### src/design/tnsr_pkg.sv
`default_nettype none

package tnsr_pkg;

    localparam int SAMPLE_W = 32;
    localparam int RAND_W   = 16;
    localparam int DEPTH_W  = 5;
    localparam int PADDR_W  = 3;
    localparam int PDATA_W  = 32;

    localparam int CHANNELS_DEFAULT = 2;

    localparam logic [DEPTH_W-1:0] DEPTH_MIN   = 5'd8;
    localparam logic [DEPTH_W-1:0] DEPTH_MAX   = 5'd24;
    localparam logic [DEPTH_W-1:0] DEPTH_RESET = 5'd24;
    localparam logic               ENABLE_RESET = 1'b1;

    // Q2.14 noise shaping coefficients, magnitudes
    localparam logic [15:0] COEF_RECENT = 16'd33309;
    localparam logic [15:0] COEF_OLDER  = 16'd29486;

    // register index, taken from paddr[2]
    localparam logic REG_BIT_DEPTH = 1'b0;
    localparam logic REG_ENABLE    = 1'b1;

    typedef struct packed {
        logic [DEPTH_W-1:0] bit_depth;
        logic               enable;
    } cfg_t;

endpackage

`default_nettype wire

### src/design/tnsr_mem.sv
`default_nettype none

module tnsr_mem #(
    parameter int DEPTH = 2,
    parameter int AW    = 1,
    parameter int DW    = 64
) (
    input  wire logic          clk,
    input  wire logic          rst_n,
    input  wire logic          rd_en,
    input  wire logic [AW-1:0] rd_addr,
    output logic      [DW-1:0] rd_data,
    input  wire logic          wr_en,
    input  wire logic [AW-1:0] wr_addr,
    input  wire logic [DW-1:0] wr_data
);

    logic [DW-1:0]    mem [DEPTH];
    logic [DEPTH-1:0] valid_reg;
    logic [DW-1:0]    rd_data_reg;

    always_ff @(posedge clk or negedge rst_n)
    begin
        if (!rst_n)
        begin
            valid_reg <= '0;
        end
        else if (wr_en)
        begin
            valid_reg[wr_addr] <= 1'b1;
        end
    end

    always_ff @(posedge clk)
    begin
        if (wr_en)
        begin
            mem[wr_addr] <= wr_data;
        end
    end

    // entries never written read as zero
    always_ff @(posedge clk)
    begin
        if (rd_en)
        begin
            rd_data_reg <= valid_reg[rd_addr] ? mem[rd_addr] : '0;
        end
    end

    assign rd_data = rd_data_reg;

endmodule

`default_nettype wire

### src/design/tnsr_regs.sv
`default_nettype none

module tnsr_regs (
    input  wire logic                         clk,
    input  wire logic                         rst_n,
    input  wire logic                         psel,
    input  wire logic                         penable,
    input  wire logic                         pwrite,
    input  wire logic [tnsr_pkg::PADDR_W-1:0] paddr,
    input  wire logic [tnsr_pkg::PDATA_W-1:0] pwdata,
    output logic      [tnsr_pkg::PDATA_W-1:0] prdata,
    output logic                              pready,
    output tnsr_pkg::cfg_t                    cfg
);

    logic [tnsr_pkg::DEPTH_W-1:0] bit_depth_reg;
    logic                         enable_reg;
    logic                         wr_stb;

    assign pready = 1'b1;
    assign wr_stb = psel && penable && pwrite;

    always_ff @(posedge clk or negedge rst_n)
    begin
        if (!rst_n)
        begin
            bit_depth_reg <= tnsr_pkg::DEPTH_RESET;
            enable_reg    <= tnsr_pkg::ENABLE_RESET;
        end
        else if (wr_stb)
        begin
            case (paddr[2])
                tnsr_pkg::REG_BIT_DEPTH: bit_depth_reg <= pwdata[tnsr_pkg::DEPTH_W-1:0];
                tnsr_pkg::REG_ENABLE:    enable_reg    <= pwdata[0];
                default:                 ;
            endcase
        end
    end

    always_comb
    begin
        case (paddr[2])
            tnsr_pkg::REG_BIT_DEPTH:
                prdata = {{(tnsr_pkg::PDATA_W - tnsr_pkg::DEPTH_W){1'b0}}, bit_depth_reg};
            tnsr_pkg::REG_ENABLE:
                prdata = {{(tnsr_pkg::PDATA_W - 1){1'b0}}, enable_reg};
            default:
                prdata = '0;
        endcase
    end

    assign cfg.bit_depth = bit_depth_reg;
    assign cfg.enable    = enable_reg;

endmodule

`default_nettype wire

### src/design/tnsr_datapath.sv
`default_nettype none

module tnsr_datapath #(
    parameter int CHANNELS = tnsr_pkg::CHANNELS_DEFAULT
) (
    input  wire logic                                 clk,
    input  wire logic                                 rst_n,
    input  wire tnsr_pkg::cfg_t                       cfg,
    input  wire logic                                 in_valid,
    output logic                                      in_ready,
    input  wire logic signed [tnsr_pkg::SAMPLE_W-1:0] sample_in,
    input  wire logic                                 channel,
    input  wire logic signed [tnsr_pkg::RAND_W-1:0]   random_a,
    input  wire logic signed [tnsr_pkg::RAND_W-1:0]   random_b,
    output logic                                      out_valid,
    input  wire logic                                 out_ready,
    output logic signed      [tnsr_pkg::SAMPLE_W-1:0] sample_out
);

    localparam int CH_W = (CHANNELS > 1) ? $clog2(CHANNELS) : 1;
    localparam int SW   = tnsr_pkg::SAMPLE_W;
    localparam int DW   = tnsr_pkg::DEPTH_W;
    localparam int RSW  = tnsr_pkg::RAND_W + 1;
    localparam int PW   = SW + 17;
    localparam int DTW  = RSW + 22;
    localparam int VW   = 50;
    localparam int QW   = VW - 14;
    localparam int EW   = QW + 1;

    localparam logic [13:0] HALF_LSB = 14'd8192;

    function automatic logic [SW-1:0] sat_word(input logic [EW-1:0] v);
        logic [SW-1:0] r;
        if (v[EW-1:SW-1] == {(EW - SW + 1){1'b0}} || v[EW-1:SW-1] == {(EW - SW + 1){1'b1}})
            r = v[SW-1:0];
        else if (v[EW-1])
            r = {1'b1, {(SW - 1){1'b0}}};
        else
            r = {1'b0, {(SW - 1){1'b1}}};
        return r;
    endfunction

    // ---------------- accept side
    logic                 advance;
    logic                 accept;
    logic                 hazard;
    logic [CH_W-1:0]      in_ch;
    logic signed [RSW-1:0] in_dsum;
    logic [DW-1:0]        in_depth;

    // ---------------- stage registers
    logic                 s1_valid_reg, s2_valid_reg, s3_valid_reg, s4_valid_reg;
    logic                 s1_en_reg, s2_en_reg, s3_en_reg, s4_en_reg;
    logic [CH_W-1:0]      s1_ch_reg, s2_ch_reg, s3_ch_reg, s4_ch_reg;
    logic [SW-1:0]        s1_x_reg, s2_x_reg, s3_x_reg, s4_x_reg;
    logic [DW-1:0]        s1_d_reg, s2_d_reg, s3_d_reg;
    logic signed [RSW-1:0] s1_dsum_reg;
    logic signed [PW-1:0] s2_pr_reg, s2_po_reg;
    logic signed [DTW-1:0] s2_dith_reg;
    logic [SW-1:0]        s2_er_reg, s3_er_reg, s4_er_reg;
    logic [VW-1:0]        s3_shaped_reg, s3_v_reg, s4_shaped_reg;
    logic [VW-1:0]        s4_quant_reg;

    logic                 out_valid_reg;
    logic [SW-1:0]        sample_out_reg;

    logic                 byp_valid_reg;
    logic [CH_W-1:0]      byp_ch_reg;
    logic [2*SW-1:0]      byp_data_reg;

    // ---------------- memory
    logic [2*SW-1:0]      rd_data;
    logic                 wr_en;
    logic [2*SW-1:0]      wr_data;

    tnsr_mem #(
        .DEPTH (CHANNELS),
        .AW    (CH_W),
        .DW    (2 * SW)
    ) u_mem (
        .clk     (clk),
        .rst_n   (rst_n),
        .rd_en   (accept),
        .rd_addr (in_ch),
        .rd_data (rd_data),
        .wr_en   (wr_en),
        .wr_addr (s4_ch_reg),
        .wr_data (wr_data)
    );

    assign in_ch   = (CHANNELS == 1) ? '0 : CH_W'(channel);
    assign in_dsum = {random_a[tnsr_pkg::RAND_W-1], random_a}
                   + {random_b[tnsr_pkg::RAND_W-1], random_b};

    always_comb
    begin
        if (cfg.bit_depth < tnsr_pkg::DEPTH_MIN)
            in_depth = tnsr_pkg::DEPTH_MIN;
        else if (cfg.bit_depth > tnsr_pkg::DEPTH_MAX)
            in_depth = tnsr_pkg::DEPTH_MAX;
        else
            in_depth = cfg.bit_depth;
    end

    // same-channel item still ahead of the write port: hold off
    assign hazard = cfg.enable && (
                    (s1_valid_reg && s1_en_reg && s1_ch_reg == in_ch) ||
                    (s2_valid_reg && s2_en_reg && s2_ch_reg == in_ch) ||
                    (s3_valid_reg && s3_en_reg && s3_ch_reg == in_ch));

    assign advance  = !out_valid_reg || out_ready;
    assign in_ready = advance && !hazard;
    assign accept   = in_valid && in_ready;

    // ---------------- stage 1: error fetch, products, dither
    logic [2*SW-1:0]       s1_hist;
    logic signed [SW-1:0]  s1_er, s1_eo;
    logic signed [PW-1:0]  s1_pr, s1_po;
    logic [DW-1:0]         s1_sh;
    logic signed [DTW-1:0] s1_dith;

    assign s1_hist = (byp_valid_reg && byp_ch_reg == s1_ch_reg) ? byp_data_reg : rd_data;
    assign s1_er   = s1_hist[2*SW-1:SW];
    assign s1_eo   = s1_hist[SW-1:0];
    assign s1_pr   = $signed({1'b0, tnsr_pkg::COEF_RECENT}) * s1_er;
    assign s1_po   = $signed({1'b0, tnsr_pkg::COEF_OLDER}) * s1_eo;
    assign s1_sh   = 5'd30 - s1_d_reg;
    assign s1_dith = $signed({{(DTW - RSW){s1_dsum_reg[RSW-1]}}, s1_dsum_reg}) <<< s1_sh;

    // ---------------- stage 2: shaped and dithered sums
    logic signed [VW-1:0] s2_xs, s2_pre, s2_poe, s2_dte;
    logic [VW-1:0]        s2_shaped, s2_v;

    assign s2_xs     = {{(VW - SW - 14){s2_x_reg[SW-1]}}, s2_x_reg, 14'd0};
    assign s2_pre    = {{(VW - PW){s2_pr_reg[PW-1]}}, s2_pr_reg};
    assign s2_poe    = {{(VW - PW){s2_po_reg[PW-1]}}, s2_po_reg};
    assign s2_dte    = {{(VW - DTW){s2_dith_reg[DTW-1]}}, s2_dith_reg};
    assign s2_shaped = s2_xs - s2_pre + s2_poe;
    assign s2_v      = s2_xs - s2_pre + s2_poe + s2_dte;

    // ---------------- stage 3: round half away from zero at 2^(46-depth)
    logic [5:0]    s3_qk;
    logic [VW-1:0] s3_half, s3_mask, s3_rnd, s3_quant;

    assign s3_qk    = 6'd46 - {1'b0, s3_d_reg};
    assign s3_half  = VW'(1) << (s3_qk - 6'd1);
    assign s3_mask  = (VW'(1) << s3_qk) - VW'(1);
    assign s3_rnd   = s3_v_reg[VW-1] ? s3_half - VW'(1) : s3_half;
    assign s3_quant = (s3_v_reg + s3_rnd) & ~s3_mask;

    // ---------------- stage 4: new error, output, write back
    logic [QW-1:0] s4_q, s4_shi;
    logic [13:0]   s4_slo;
    logic [EW-1:0] s4_diff, s4_diff_m1, s4_errw;
    logic          s4_dec;
    logic [SW-1:0] s4_err, s4_out;

    assign s4_q       = s4_quant_reg[VW-1:14];
    assign s4_shi     = s4_shaped_reg[VW-1:14];
    assign s4_slo     = s4_shaped_reg[13:0];
    assign s4_diff    = {s4_q[QW-1], s4_q} - {s4_shi[QW-1], s4_shi};
    assign s4_diff_m1 = {s4_q[QW-1], s4_q} + ~{s4_shi[QW-1], s4_shi};
    assign s4_dec     = (s4_slo > HALF_LSB) ||
                        (s4_slo == HALF_LSB && (s4_diff[EW-1] || s4_diff == '0));
    assign s4_errw    = s4_dec ? s4_diff_m1 : s4_diff;
    assign s4_err     = sat_word(s4_errw);
    assign s4_out     = s4_en_reg ? sat_word({s4_q[QW-1], s4_q}) : s4_x_reg;

    assign wr_en   = advance && s4_valid_reg && s4_en_reg;
    assign wr_data = {s4_err, s4_er_reg};

    // ---------------- control registers
    always_ff @(posedge clk or negedge rst_n)
    begin
        if (!rst_n)
        begin
            s1_valid_reg  <= 1'b0;
            s2_valid_reg  <= 1'b0;
            s3_valid_reg  <= 1'b0;
            s4_valid_reg  <= 1'b0;
            out_valid_reg <= 1'b0;
            byp_valid_reg <= 1'b0;
        end
        else
        begin
            if (advance)
            begin
                s1_valid_reg  <= accept;
                s2_valid_reg  <= s1_valid_reg;
                s3_valid_reg  <= s2_valid_reg;
                s4_valid_reg  <= s3_valid_reg;
                out_valid_reg <= s4_valid_reg;
            end
            if (wr_en)
            begin
                byp_valid_reg <= 1'b1;
            end
        end
    end

    // ---------------- payload registers
    always_ff @(posedge clk)
    begin
        if (advance)
        begin
            s1_en_reg   <= cfg.enable;
            s1_ch_reg   <= in_ch;
            s1_x_reg    <= sample_in;
            s1_d_reg    <= in_depth;
            s1_dsum_reg <= in_dsum;

            s2_en_reg   <= s1_en_reg;
            s2_ch_reg   <= s1_ch_reg;
            s2_x_reg    <= s1_x_reg;
            s2_d_reg    <= s1_d_reg;
            s2_pr_reg   <= s1_pr;
            s2_po_reg   <= s1_po;
            s2_dith_reg <= s1_dith;
            s2_er_reg   <= s1_er;

            s3_en_reg     <= s2_en_reg;
            s3_ch_reg     <= s2_ch_reg;
            s3_x_reg      <= s2_x_reg;
            s3_d_reg      <= s2_d_reg;
            s3_shaped_reg <= s2_shaped;
            s3_v_reg      <= s2_v;
            s3_er_reg     <= s2_er_reg;

            s4_en_reg     <= s3_en_reg;
            s4_ch_reg     <= s3_ch_reg;
            s4_x_reg      <= s3_x_reg;
            s4_shaped_reg <= s3_shaped_reg;
            s4_quant_reg  <= s3_quant;
            s4_er_reg     <= s3_er_reg;

            sample_out_reg <= s4_out;
        end
        if (wr_en)
        begin
            byp_ch_reg   <= s4_ch_reg;
            byp_data_reg <= wr_data;
        end
    end

    assign out_valid  = out_valid_reg;
    assign sample_out = sample_out_reg;

endmodule

`default_nettype wire

### src/design/tpdf_noise_shaped_requantizer_top.sv
`default_nettype none

// TPDF dither with second-order noise shaping. Each transaction carries a Q1.31
// sample, a channel number and two random values; one requantized sample comes
// back per transaction, in order, through stage registers s1 to s4 and an output
// register. The per-channel error history sits in a small synchronous RAM read at
// acceptance and written back from stage 4, so transactions on different
// channels are taken every cycle unless the output side is stalled, while a
// transaction on a channel still being shaped waits until that channel's
// write-back. bit_depth (offset 0x0) and enable (offset 0x4) must be written
// only while the block is idle; the block itself does not enforce this. With
// enable low samples pass through unchanged and the error history is kept.
// Reset clears the history.
module tpdf_noise_shaped_requantizer_top #(
    parameter int CHANNELS = tnsr_pkg::CHANNELS_DEFAULT
) (
    input  wire logic                                 clk,
    input  wire logic                                 rst_n,
    input  wire logic                                 psel,
    input  wire logic                                 penable,
    input  wire logic                                 pwrite,
    input  wire logic        [tnsr_pkg::PADDR_W-1:0]  paddr,
    input  wire logic        [tnsr_pkg::PDATA_W-1:0]  pwdata,
    output logic             [tnsr_pkg::PDATA_W-1:0]  prdata,
    output logic                                      pready,
    input  wire logic                                 in_valid,
    output logic                                      in_ready,
    input  wire logic signed [tnsr_pkg::SAMPLE_W-1:0] sample_in,
    input  wire logic                                 channel,
    input  wire logic signed [tnsr_pkg::RAND_W-1:0]   random_a,
    input  wire logic signed [tnsr_pkg::RAND_W-1:0]   random_b,
    output logic                                      out_valid,
    input  wire logic                                 out_ready,
    output logic signed      [tnsr_pkg::SAMPLE_W-1:0] sample_out
);

    tnsr_pkg::cfg_t cfg;

    tnsr_regs u_regs (
        .clk     (clk),
        .rst_n   (rst_n),
        .psel    (psel),
        .penable (penable),
        .pwrite  (pwrite),
        .paddr   (paddr),
        .pwdata  (pwdata),
        .prdata  (prdata),
        .pready  (pready),
        .cfg     (cfg)
    );

    tnsr_datapath #(
        .CHANNELS (CHANNELS)
    ) u_datapath (
        .clk        (clk),
        .rst_n      (rst_n),
        .cfg        (cfg),
        .in_valid   (in_valid),
        .in_ready   (in_ready),
        .sample_in  (sample_in),
        .channel    (channel),
        .random_a   (random_a),
        .random_b   (random_b),
        .out_valid  (out_valid),
        .out_ready  (out_ready),
        .sample_out (sample_out)
    );

endmodule

`default_nettype wire

### config.mk
export PLATFORM = sky130hd
export DESIGN_NAME = tpdf_noise_shaped_requantizer_top
export DESIGN_NICKNAME = d
export VERILOG_FILES = /design/src/design/tnsr_pkg.sv /design/src/design/tnsr_mem.sv /design/src/design/tnsr_regs.sv /design/src/design/tnsr_datapath.sv /design/src/design/tpdf_noise_shaped_requantizer_top.sv
export SDC_FILE = /design/constraint.sdc
export NUM_CORES = 2
export LEC_CHECK = 0
export BUFFER_PORTS_ARGS = -buffer_cell sky130_fd_sc_hd__buf_2
export CAP_MARGIN = 20
export CORE_ASPECT_RATIO = 2
export CORE_MARGIN = 1.5
export CORE_UTILIZATION = 69
export CTS_CLUSTER_DIAMETER = 40
export DETAILED_ROUTE_END_ITERATION = 7
export PLACE_DENSITY = 0.94
export SLEW_MARGIN = 0
export SYNTH_ARGS = -nofsm -noshare
export SYNTH_HDL_FRONTEND = slang
export SYNTH_HIERARCHICAL = 1
export SYNTH_SLANG_ARGS = --single-unit
export TNS_END_PERCENT = 30
### constraint.sdc
create_clock -name clk -period 67.9 [get_ports clk]
set_input_delay 13.58 -clock clk [delete_from_list [all_inputs] [get_ports clk]]
set_output_delay 13.58 -clock clk [all_outputs]
set_load 0.005 [all_outputs]
# [Yosys cells after proc, flatten, opt, wreduce, memory -nomap -nowiden]
# Memory sizes are Yosys's and may differ from the RTL's. A register that Yosys moved wholly into a read port is not among the register bits.
# Cells that the tools add are included.
[op_classes] addsub=12 mul=2 n_div=0 order_cmp=6 eq_ne=7 n_shift=3 mux=16 n_bitwise=5 reduce_logical=32
[op_table] operator="$mux W32" n=5
[op_table] operator="$shl A1 B6 Y50 const A" n=2
[op_table] operator="$mux W64" n=1
[op_table] operator="$pmux W32 S2" n=1
[op_table] operator="$add A50 B39 Y50" n=1
[op_table] operator="$add A50 B48 Y50" n=1
[op_table] operator="$add A50 B50 Y50" n=1
[op_table] operator="$and A50 B50 Y50" n=1
[op_table] operator="$mux W50" n=1
[op_table] operator="$not A50 Y50" n=1
[op_table] operator="$sub A46 B49 Y50" n=1
[op_table] operator="$sub A50 B1 Y50 const B" n=1
[op_table] operator="$sub A50 B2 Y50 const B" n=1
[op_table] operator="$mul A17 B32 Y49 const A" n=1
[op_table] operator="$mul A15 B32 Y47 const A" n=1
[op_table] operator="$sshl A17 B5 Y39" n=1
[op_table] operator="$add A37 B37 Y37" n=1
[op_table] operator="$logic_not A37 Y1" n=1
[op_table] operator="$mux W37" n=1
[op_table] operator="$not A37 Y37" n=1
[op_table] operator="$sub A36 B36 Y37" n=1
[op_table] operator="$add A16 B16 Y17" n=1
[op_table] operator="$logic_and A1 B1 Y1" n=16
[op_table] operator="$eq A14 B14 Y1 const B" n=1
[op_table] operator="20 further kinds" n=39
[totals] register_bits=710 latch_bits=0 ramBits=128 romBits=0 in_bits=107 output_inout_bits=67 wordCells=123 mem_count=1
[mem_list] memory="u_datapath.u_mem.mem" depth=2 width=64 rd=1 rd_clocked_by_memory_dff=1 write_ports=1 line_no="tnsr_mem.sv:18" rtl="logic [DW-1:0] mem [DEPTH];"

# [Depth between registers and ports, before layout]
[depth] depth_word=9 mapped_depth=31 mapped_depth_nobuf=30

# [Modules after synthesis]
# Netlist, hierarchy kept.
[modules_own_cells] module="tnsr_datapath" n_inst=1 cells_per_inst=5235 area_per_inst_um2=55171.7 seq_area_each_um2=20509.7
[modules_own_cells] module="tnsr_mem" n_inst=1 cells_per_inst=415 area_per_inst_um2=7308.3 seq_area_each_um2=5815.6
[modules_own_cells] module="tnsr_regs" n_inst=1 cells_per_inst=50 area_per_inst_um2=523.0 seq_area_each_um2=153.9

# [Least setup slack after synthesis]
# No wires, ideal clock.
[synth_path] kind="in2out" startpoint="input out_ready" endpoint="output in_ready" arrival_time_ps=31275 required_time_ps=54320 slack_ps=23045 stages=3 n_path_buf=1 cell_sequence="nand2b_1 clkbuf_1 a21boi_0"
[synth_via] elab_chain_len=2
[synth_lines] item="start, declared" line_no="tpdf_noise_shaped_requantizer_top.sv:33" rtl="input wire logic out_ready,"
[synth_lines] item="$logic_or A1 B1 Y1" line_no="tnsr_datapath.sv:111" rtl="assign advance = !out_valid_reg || out_ready;"
[synth_lines] item="net u_datapath.advance" line_no="tnsr_datapath.sv:44" rtl="logic advance;"
[synth_lines] item="$logic_and A1 B1 Y1" line_no="tnsr_datapath.sv:112" rtl="assign in_ready = advance && !hazard;"
[synth_lines] item="end, declared" line_no="tpdf_noise_shaped_requantizer_top.sv:27" rtl="output logic in_ready,"
# The timed path passes the listed nets, and every way through them passes these cells.

# [Worst setup path in the final report]
[layout_path] startpoint="input channel" endpoint="output in_ready"
[layout_via] elab_chain_len=7 word_cells_on_any_way=11 cone_classes="eq/ne (3); reduce/logical (8)"
[layout_lines] item="start, declared" line_no="tpdf_noise_shaped_requantizer_top.sv:29" rtl="input wire logic channel,"
[layout_lines] item="$eq A1 B1 Y1, on equally long branches" line_no="tnsr_datapath.sv:107, tnsr_datapath.sv:108"
[layout_lines] item="$logic_and A1 B1 Y1, on equally long branches" line_no="tnsr_datapath.sv:107, tnsr_datapath.sv:108"
[layout_lines] item="$logic_or A1 B1 Y1" line_no="tnsr_datapath.sv:107" rtl="(s1_valid_reg && s1_en_reg && s1_ch_reg == in_ch) ||"
[layout_lines] item="$logic_or A1 B1 Y1 (*)" line_no="tnsr_datapath.sv:108" rtl="(s2_valid_reg && s2_en_reg && s2_ch_reg == in_ch) ||"
[layout_lines] item="$logic_and A1 B1 Y1 (*)" line_no="tnsr_datapath.sv:106" rtl="assign hazard = cfg.enable && ("
[layout_lines] item="$logic_not A1 Y1 (*)" line_no="tnsr_datapath.sv:112"
[layout_lines] item="$logic_and A1 B1 Y1 (*)" line_no="tnsr_datapath.sv:112"
# Every way passes the cells marked *; elsewhere a longest branch is shown, timed or not.

==> impl_summary.log <==
[metrics] highest achievable clock rate: 35.1 MHz
[metrics] flip-flop and latch count after synthesis: 884
[metrics] hold path startpoint: u_datapath/s3_x_reg[30]
[metrics] final hold violations: 0
[metrics] start of the worst register-to-register path: u_datapath/s1_ch_reg
[metrics] synthesis warning total: 6
[metrics] TritonCTS buffer count: 90
[metrics] outcome: completed
[metrics] Main synth FF type: sky130_fd_sc_hd__edfxtp_1
[metrics] post-synth cell types: 114
[metrics] required time of the critical path: 54320 ps
[metrics] mean instance size in the synthesized netlist: 11.1 sq um
[metrics] fraction of final layout cells with drive strength greater than 1: 0.0925
[metrics] post-layout minimum cycle time: 28530 ps
[metrics] fillers: 5411
[metrics] setup repair after global routing missed its margin: false
[metrics] Remaining Overflow, GRT: 0
[metrics] post-DR wirelength/cell: 30.0 um
[metrics] placeable core region: 90400 sq um
[metrics] Worst-Margin Slew: 1280 ps
[metrics] Period Utilization, post-route: 0.420
[metrics] die extent in y: 430 um
[metrics] startpoint-to-endpoint class of the critical path: input port to output pin
[metrics] arrival time at the worst endpoint: 14950 ps
[metrics] area of the die: 93200 sq um
[metrics] mapped cell area: 63000 sq um
[metrics] Critical Path Most Common Cell: sky130_fd_sc_hd__nand3_1
[metrics] pin count of the biggest net entering global routing: 179
[metrics] Ports: 174
[metrics] post-synthesis cell count: 5700
[metrics] die boundary width: 217 um
[metrics] largest family of logic cells by synthesized area: adder cells
[metrics] critical path launch point type: input port
[metrics] type of destination of the critical path: output pin
[metrics] endpoint with the worst hold slack: u_datapath/s4_x_reg[30]
[metrics] # DRC: 0
[metrics] slew margin rel.: 0.145
[metrics] clock latency on the worst-skew pair: 740 ps
[metrics] signed area change from the synthesized netlist to the final layout: 7.43%
[metrics] global-route wire length before repair: 312000 um
[metrics] via count of the first global-routing pass: 50200
[metrics] deepest level of the CTS H-tree: 3
[metrics] complex-gate fraction of the synthesized area: 0.128
[metrics] cell at the root of the clock tree: sky130_fd_sc_hd__clkbuf_16
[metrics] share of flip-flops with an asynchronous set or reset after synthesis: 0.0158
[metrics] Std-Cell Rows: 156
[metrics] reg-to-reg endpoint: u_datapath/s2_po_reg[45]
[metrics] delay of the slowest critical-path stage: 560 ps
[metrics] HPWL after detailed placement: 152000 um
[metrics] number of flip-flops under the largest register name: 128
[metrics] layout net count: 6821
[metrics] Initial DRC Count: 5588
[metrics] top cell type by total area after synthesis: sky130_fd_sc_hd__edfxtp_1
[metrics] count of maximum capacitance violations: 0
[metrics] post-synthesis simple-gate area fraction: 0.0933
[metrics] Post-synth EDFFs: 870
[metrics] sequential share of the synthesized area: 0.420
[metrics] number of search-and-repair iterations in the first detailed-routing pass: 8
[metrics] antenna-violating nets left: 0
[metrics] Area contributors post-synth: sky130_fd_sc_hd__edfxtp_1 (41%), sky130_fd_sc_hd__fa_1 (12%), sky130_fd_sc_hd__ha_1 (11%)
[metrics] hold bufs inserted after CTS: 0
[metrics] Worst Reg2Reg Path Length in Cells: 27
[metrics] Tot GR Track Use: 0.462
[metrics] hold-critical path depth: 0
[metrics] crit path cell chain: buf_6, xnor2_1, nand3_1, nand3_1, a21boi_0, buf_2
[metrics] Port Buffer Count: 116
[metrics] final setup skew: 45.7 ps
[metrics] Worst Path Buf+Inv: 2
[metrics] Crit Path Max Fanout: 86
[metrics] clock tree from TritonCTS: done
[metrics] parity-gate share of the synthesized area counting xor and xnor cells: 0.0485
[metrics] antenna violations before repair: 6
[metrics] critical path's slowest cell: sky130_fd_sc_hd__buf_6
[metrics] quantity of gates resized following cts: 0
[metrics] Setup-failing EPs final: 0
[metrics] GP Congestion: 1.07
[metrics] kind of cell with the highest combined delay on the critical path: buffers and inverters
[metrics] Post-CTS Setup Bufs: 0
[metrics] CTS clk-pin slew, worst paths: 70 ps
[metrics] count of final max-slew check failures: 0
[metrics] vias per std cell: 6.80
[metrics] adder-cell share of the synthesized area: 0.227
[metrics] maximum root-to-sink buffer count: 3
[metrics] Post-Route WL: 212000 um
[metrics] total number of vias: 48000
[metrics] CTS sink count: 884
[metrics] final sum of negative setup slack: 0 ps
[metrics] share of synthesized area spent on multiplexers: 0.0193
[metrics] Synth top area share: 0.415
[metrics] slack of the worst reg-to-reg path: 57900 ps
[metrics] Hold/Removal Path Class: flip-flop to flip-flop
[metrics] starting utilization of the core area: 0.697
[metrics] worst slack on hold paths: 411 ps
-- Yosys cell counts, types with 15 or more instances --
cell and n:
sky130_fd_sc_hd__a21boi_0 23, sky130_fd_sc_hd__mux2i_1 62, sky130_fd_sc_hd__nand2_1 378, sky130_fd_sc_hd__and3_1 41, sky130_fd_sc_hd__nor2_1 312, sky130_fd_sc_hd__xnor2_1 227
sky130_fd_sc_hd__o21bai_1 39, sky130_fd_sc_hd__a31oi_1 37, sky130_fd_sc_hd__o211ai_1 30, sky130_fd_sc_hd__fa_1 367, sky130_fd_sc_hd__nand4_1 44, sky130_fd_sc_hd__o21ai_2 43
sky130_fd_sc_hd__nand3_2 41, sky130_fd_sc_hd__nand3_1 102, sky130_fd_sc_hd__o21ai_1 42, sky130_fd_sc_hd__and4_1 15, sky130_fd_sc_hd__nor2b_1 54, sky130_fd_sc_hd__clkbuf_1 86
sky130_fd_sc_hd__inv_1 782, sky130_fd_sc_hd__o21ai_0 234, sky130_fd_sc_hd__and2_1 27, sky130_fd_sc_hd__nor3_1 59, sky130_fd_sc_hd__xor2_1 122, sky130_fd_sc_hd__nand2b_1 42
sky130_fd_sc_hd__a21oi_1 402, sky130_fd_sc_hd__edfxtp_1 870, sky130_fd_sc_hd__mux2_2 50, sky130_fd_sc_hd__a21o_1 184, sky130_fd_sc_hd__ha_1 554, sky130_fd_sc_hd__buf_4 49
sky130_fd_sc_hd__a211oi_1 28, sky130_fd_sc_hd__o31ai_1 15, sky130_fd_sc_hd__buf_2 41, sky130_fd_sc_hd__o21a_1 42
-- metal layers --
layer  GRT usage  routed length, um  up-vias
li1            -                  -    20100
met1       0.447              61400    22800
met2       0.788             105000     3697
met3      0.0993              18200     1401
met4       0.473              27700        2
met5           0                 13        -
-- cells in the final DEF (no fill, tap or decap), types with 11 or more instances in the layout --
cell type / n
sky130_fd_sc_hd__xnor2_1: 227
sky130_fd_sc_hd__a21boi_0: 23
sky130_fd_sc_hd__clkinv_2: 12
sky130_fd_sc_hd__o21ai_1: 41
sky130_fd_sc_hd__o21ai_0: 234
sky130_fd_sc_hd__o21a_1: 42
sky130_fd_sc_hd__nor3_1: 59
sky130_fd_sc_hd__buf_2: 115
sky130_fd_sc_hd__o21ai_2: 44
sky130_fd_sc_hd__and4_1: 15
sky130_fd_sc_hd__inv_1: 782
sky130_fd_sc_hd__or2_2: 11
sky130_fd_sc_hd__fa_1: 367
sky130_fd_sc_hd__buf_4: 46
sky130_fd_sc_hd__clkbuf_16: 91
sky130_fd_sc_hd__mux2_2: 50
sky130_fd_sc_hd__and2_1: 25
sky130_fd_sc_hd__o211ai_1: 30
sky130_fd_sc_hd__and3_1: 40
sky130_fd_sc_hd__edfxtp_1: 870
sky130_fd_sc_hd__ha_1: 554
sky130_fd_sc_hd__a21o_1: 184
sky130_fd_sc_hd__nand4_1: 44
sky130_fd_sc_hd__a31oi_1: 37
sky130_fd_sc_hd__o31ai_1: 15
sky130_fd_sc_hd__nand2b_1: 41
sky130_fd_sc_hd__or3_1: 11
sky130_fd_sc_hd__mux2i_1: 62
sky130_fd_sc_hd__nor2_1: 311
sky130_fd_sc_hd__a211oi_1: 28
sky130_fd_sc_hd__nand3_2: 41
sky130_fd_sc_hd__o22ai_1: 11
sky130_fd_sc_hd__nand2_1: 377
sky130_fd_sc_hd__nor2b_1: 53
sky130_fd_sc_hd__xor2_1: 121
sky130_fd_sc_hd__conb_1: 29
sky130_fd_sc_hd__nand3_1: 102
sky130_fd_sc_hd__a21oi_1: 402
sky130_fd_sc_hd__o21bai_1: 39
-- area by class of cell --
class | count | area (sq um) | share of cell area
timing repair buffer | 167 | 1000 | 0.0148
multi-input combinational | 3867 | 32700 | 0.482
tap | 1185 | 1480 | 0.0219
inverter | 783 | 2940 | 0.0434
clock buffer | 101 | 2310 | 0.0342
antenna | 8 | 20.0 | 0.000296
clock inverter | 68 | 787 | 0.0116
sequential | 884 | 26500 | 0.391
-- per-stage QoR --
stage                     cell area, sq um   util  instances  setup slack [ps]
after CTS                            67600  0.748       7049             39330
after global routing                 67700  0.749       7058             39260
final                                67700  0.749       7063             39370
after detailed placement             64500  0.714       6880             39340
after global placement               64500  0.714       6880             39400
after floorplan                      63100      -       5726             23050
-- worst max path at each step --
| stage | slack (ps) | endpoint | cells after the start | from |
|---|---|---|---|---|
| after floorplan | 23050 | in_ready | 3 | out_ready |
| after global placement | 39400 | in_ready | 6 | channel |
| after detailed placement | 39340 | in_ready | 6 | channel |
| after CTS | 39330 | in_ready | 6 | channel |
| after global routing | 39260 | in_ready | 6 | channel |
| final | 39370 | in_ready | 6 | channel |
-- kinds of logic after synthesis --
| kind of cell | count (synthesis) |
|---|---|
| AO/OA/AOI/OAI | 1260 |
| AND/OR/NAND/NOR | 1194 |
| buffers and inverters | 975 |
| adder cells (fa/ha/maj) | 921 |
| flip-flops | 884 |
| XOR/XNOR | 349 |
| multiplexers | 114 |
| other | 3 |
Power is left out: the tool's default activity adds up to more than one toggle a clock period on the data nets, which glitch-free logic cannot reach.
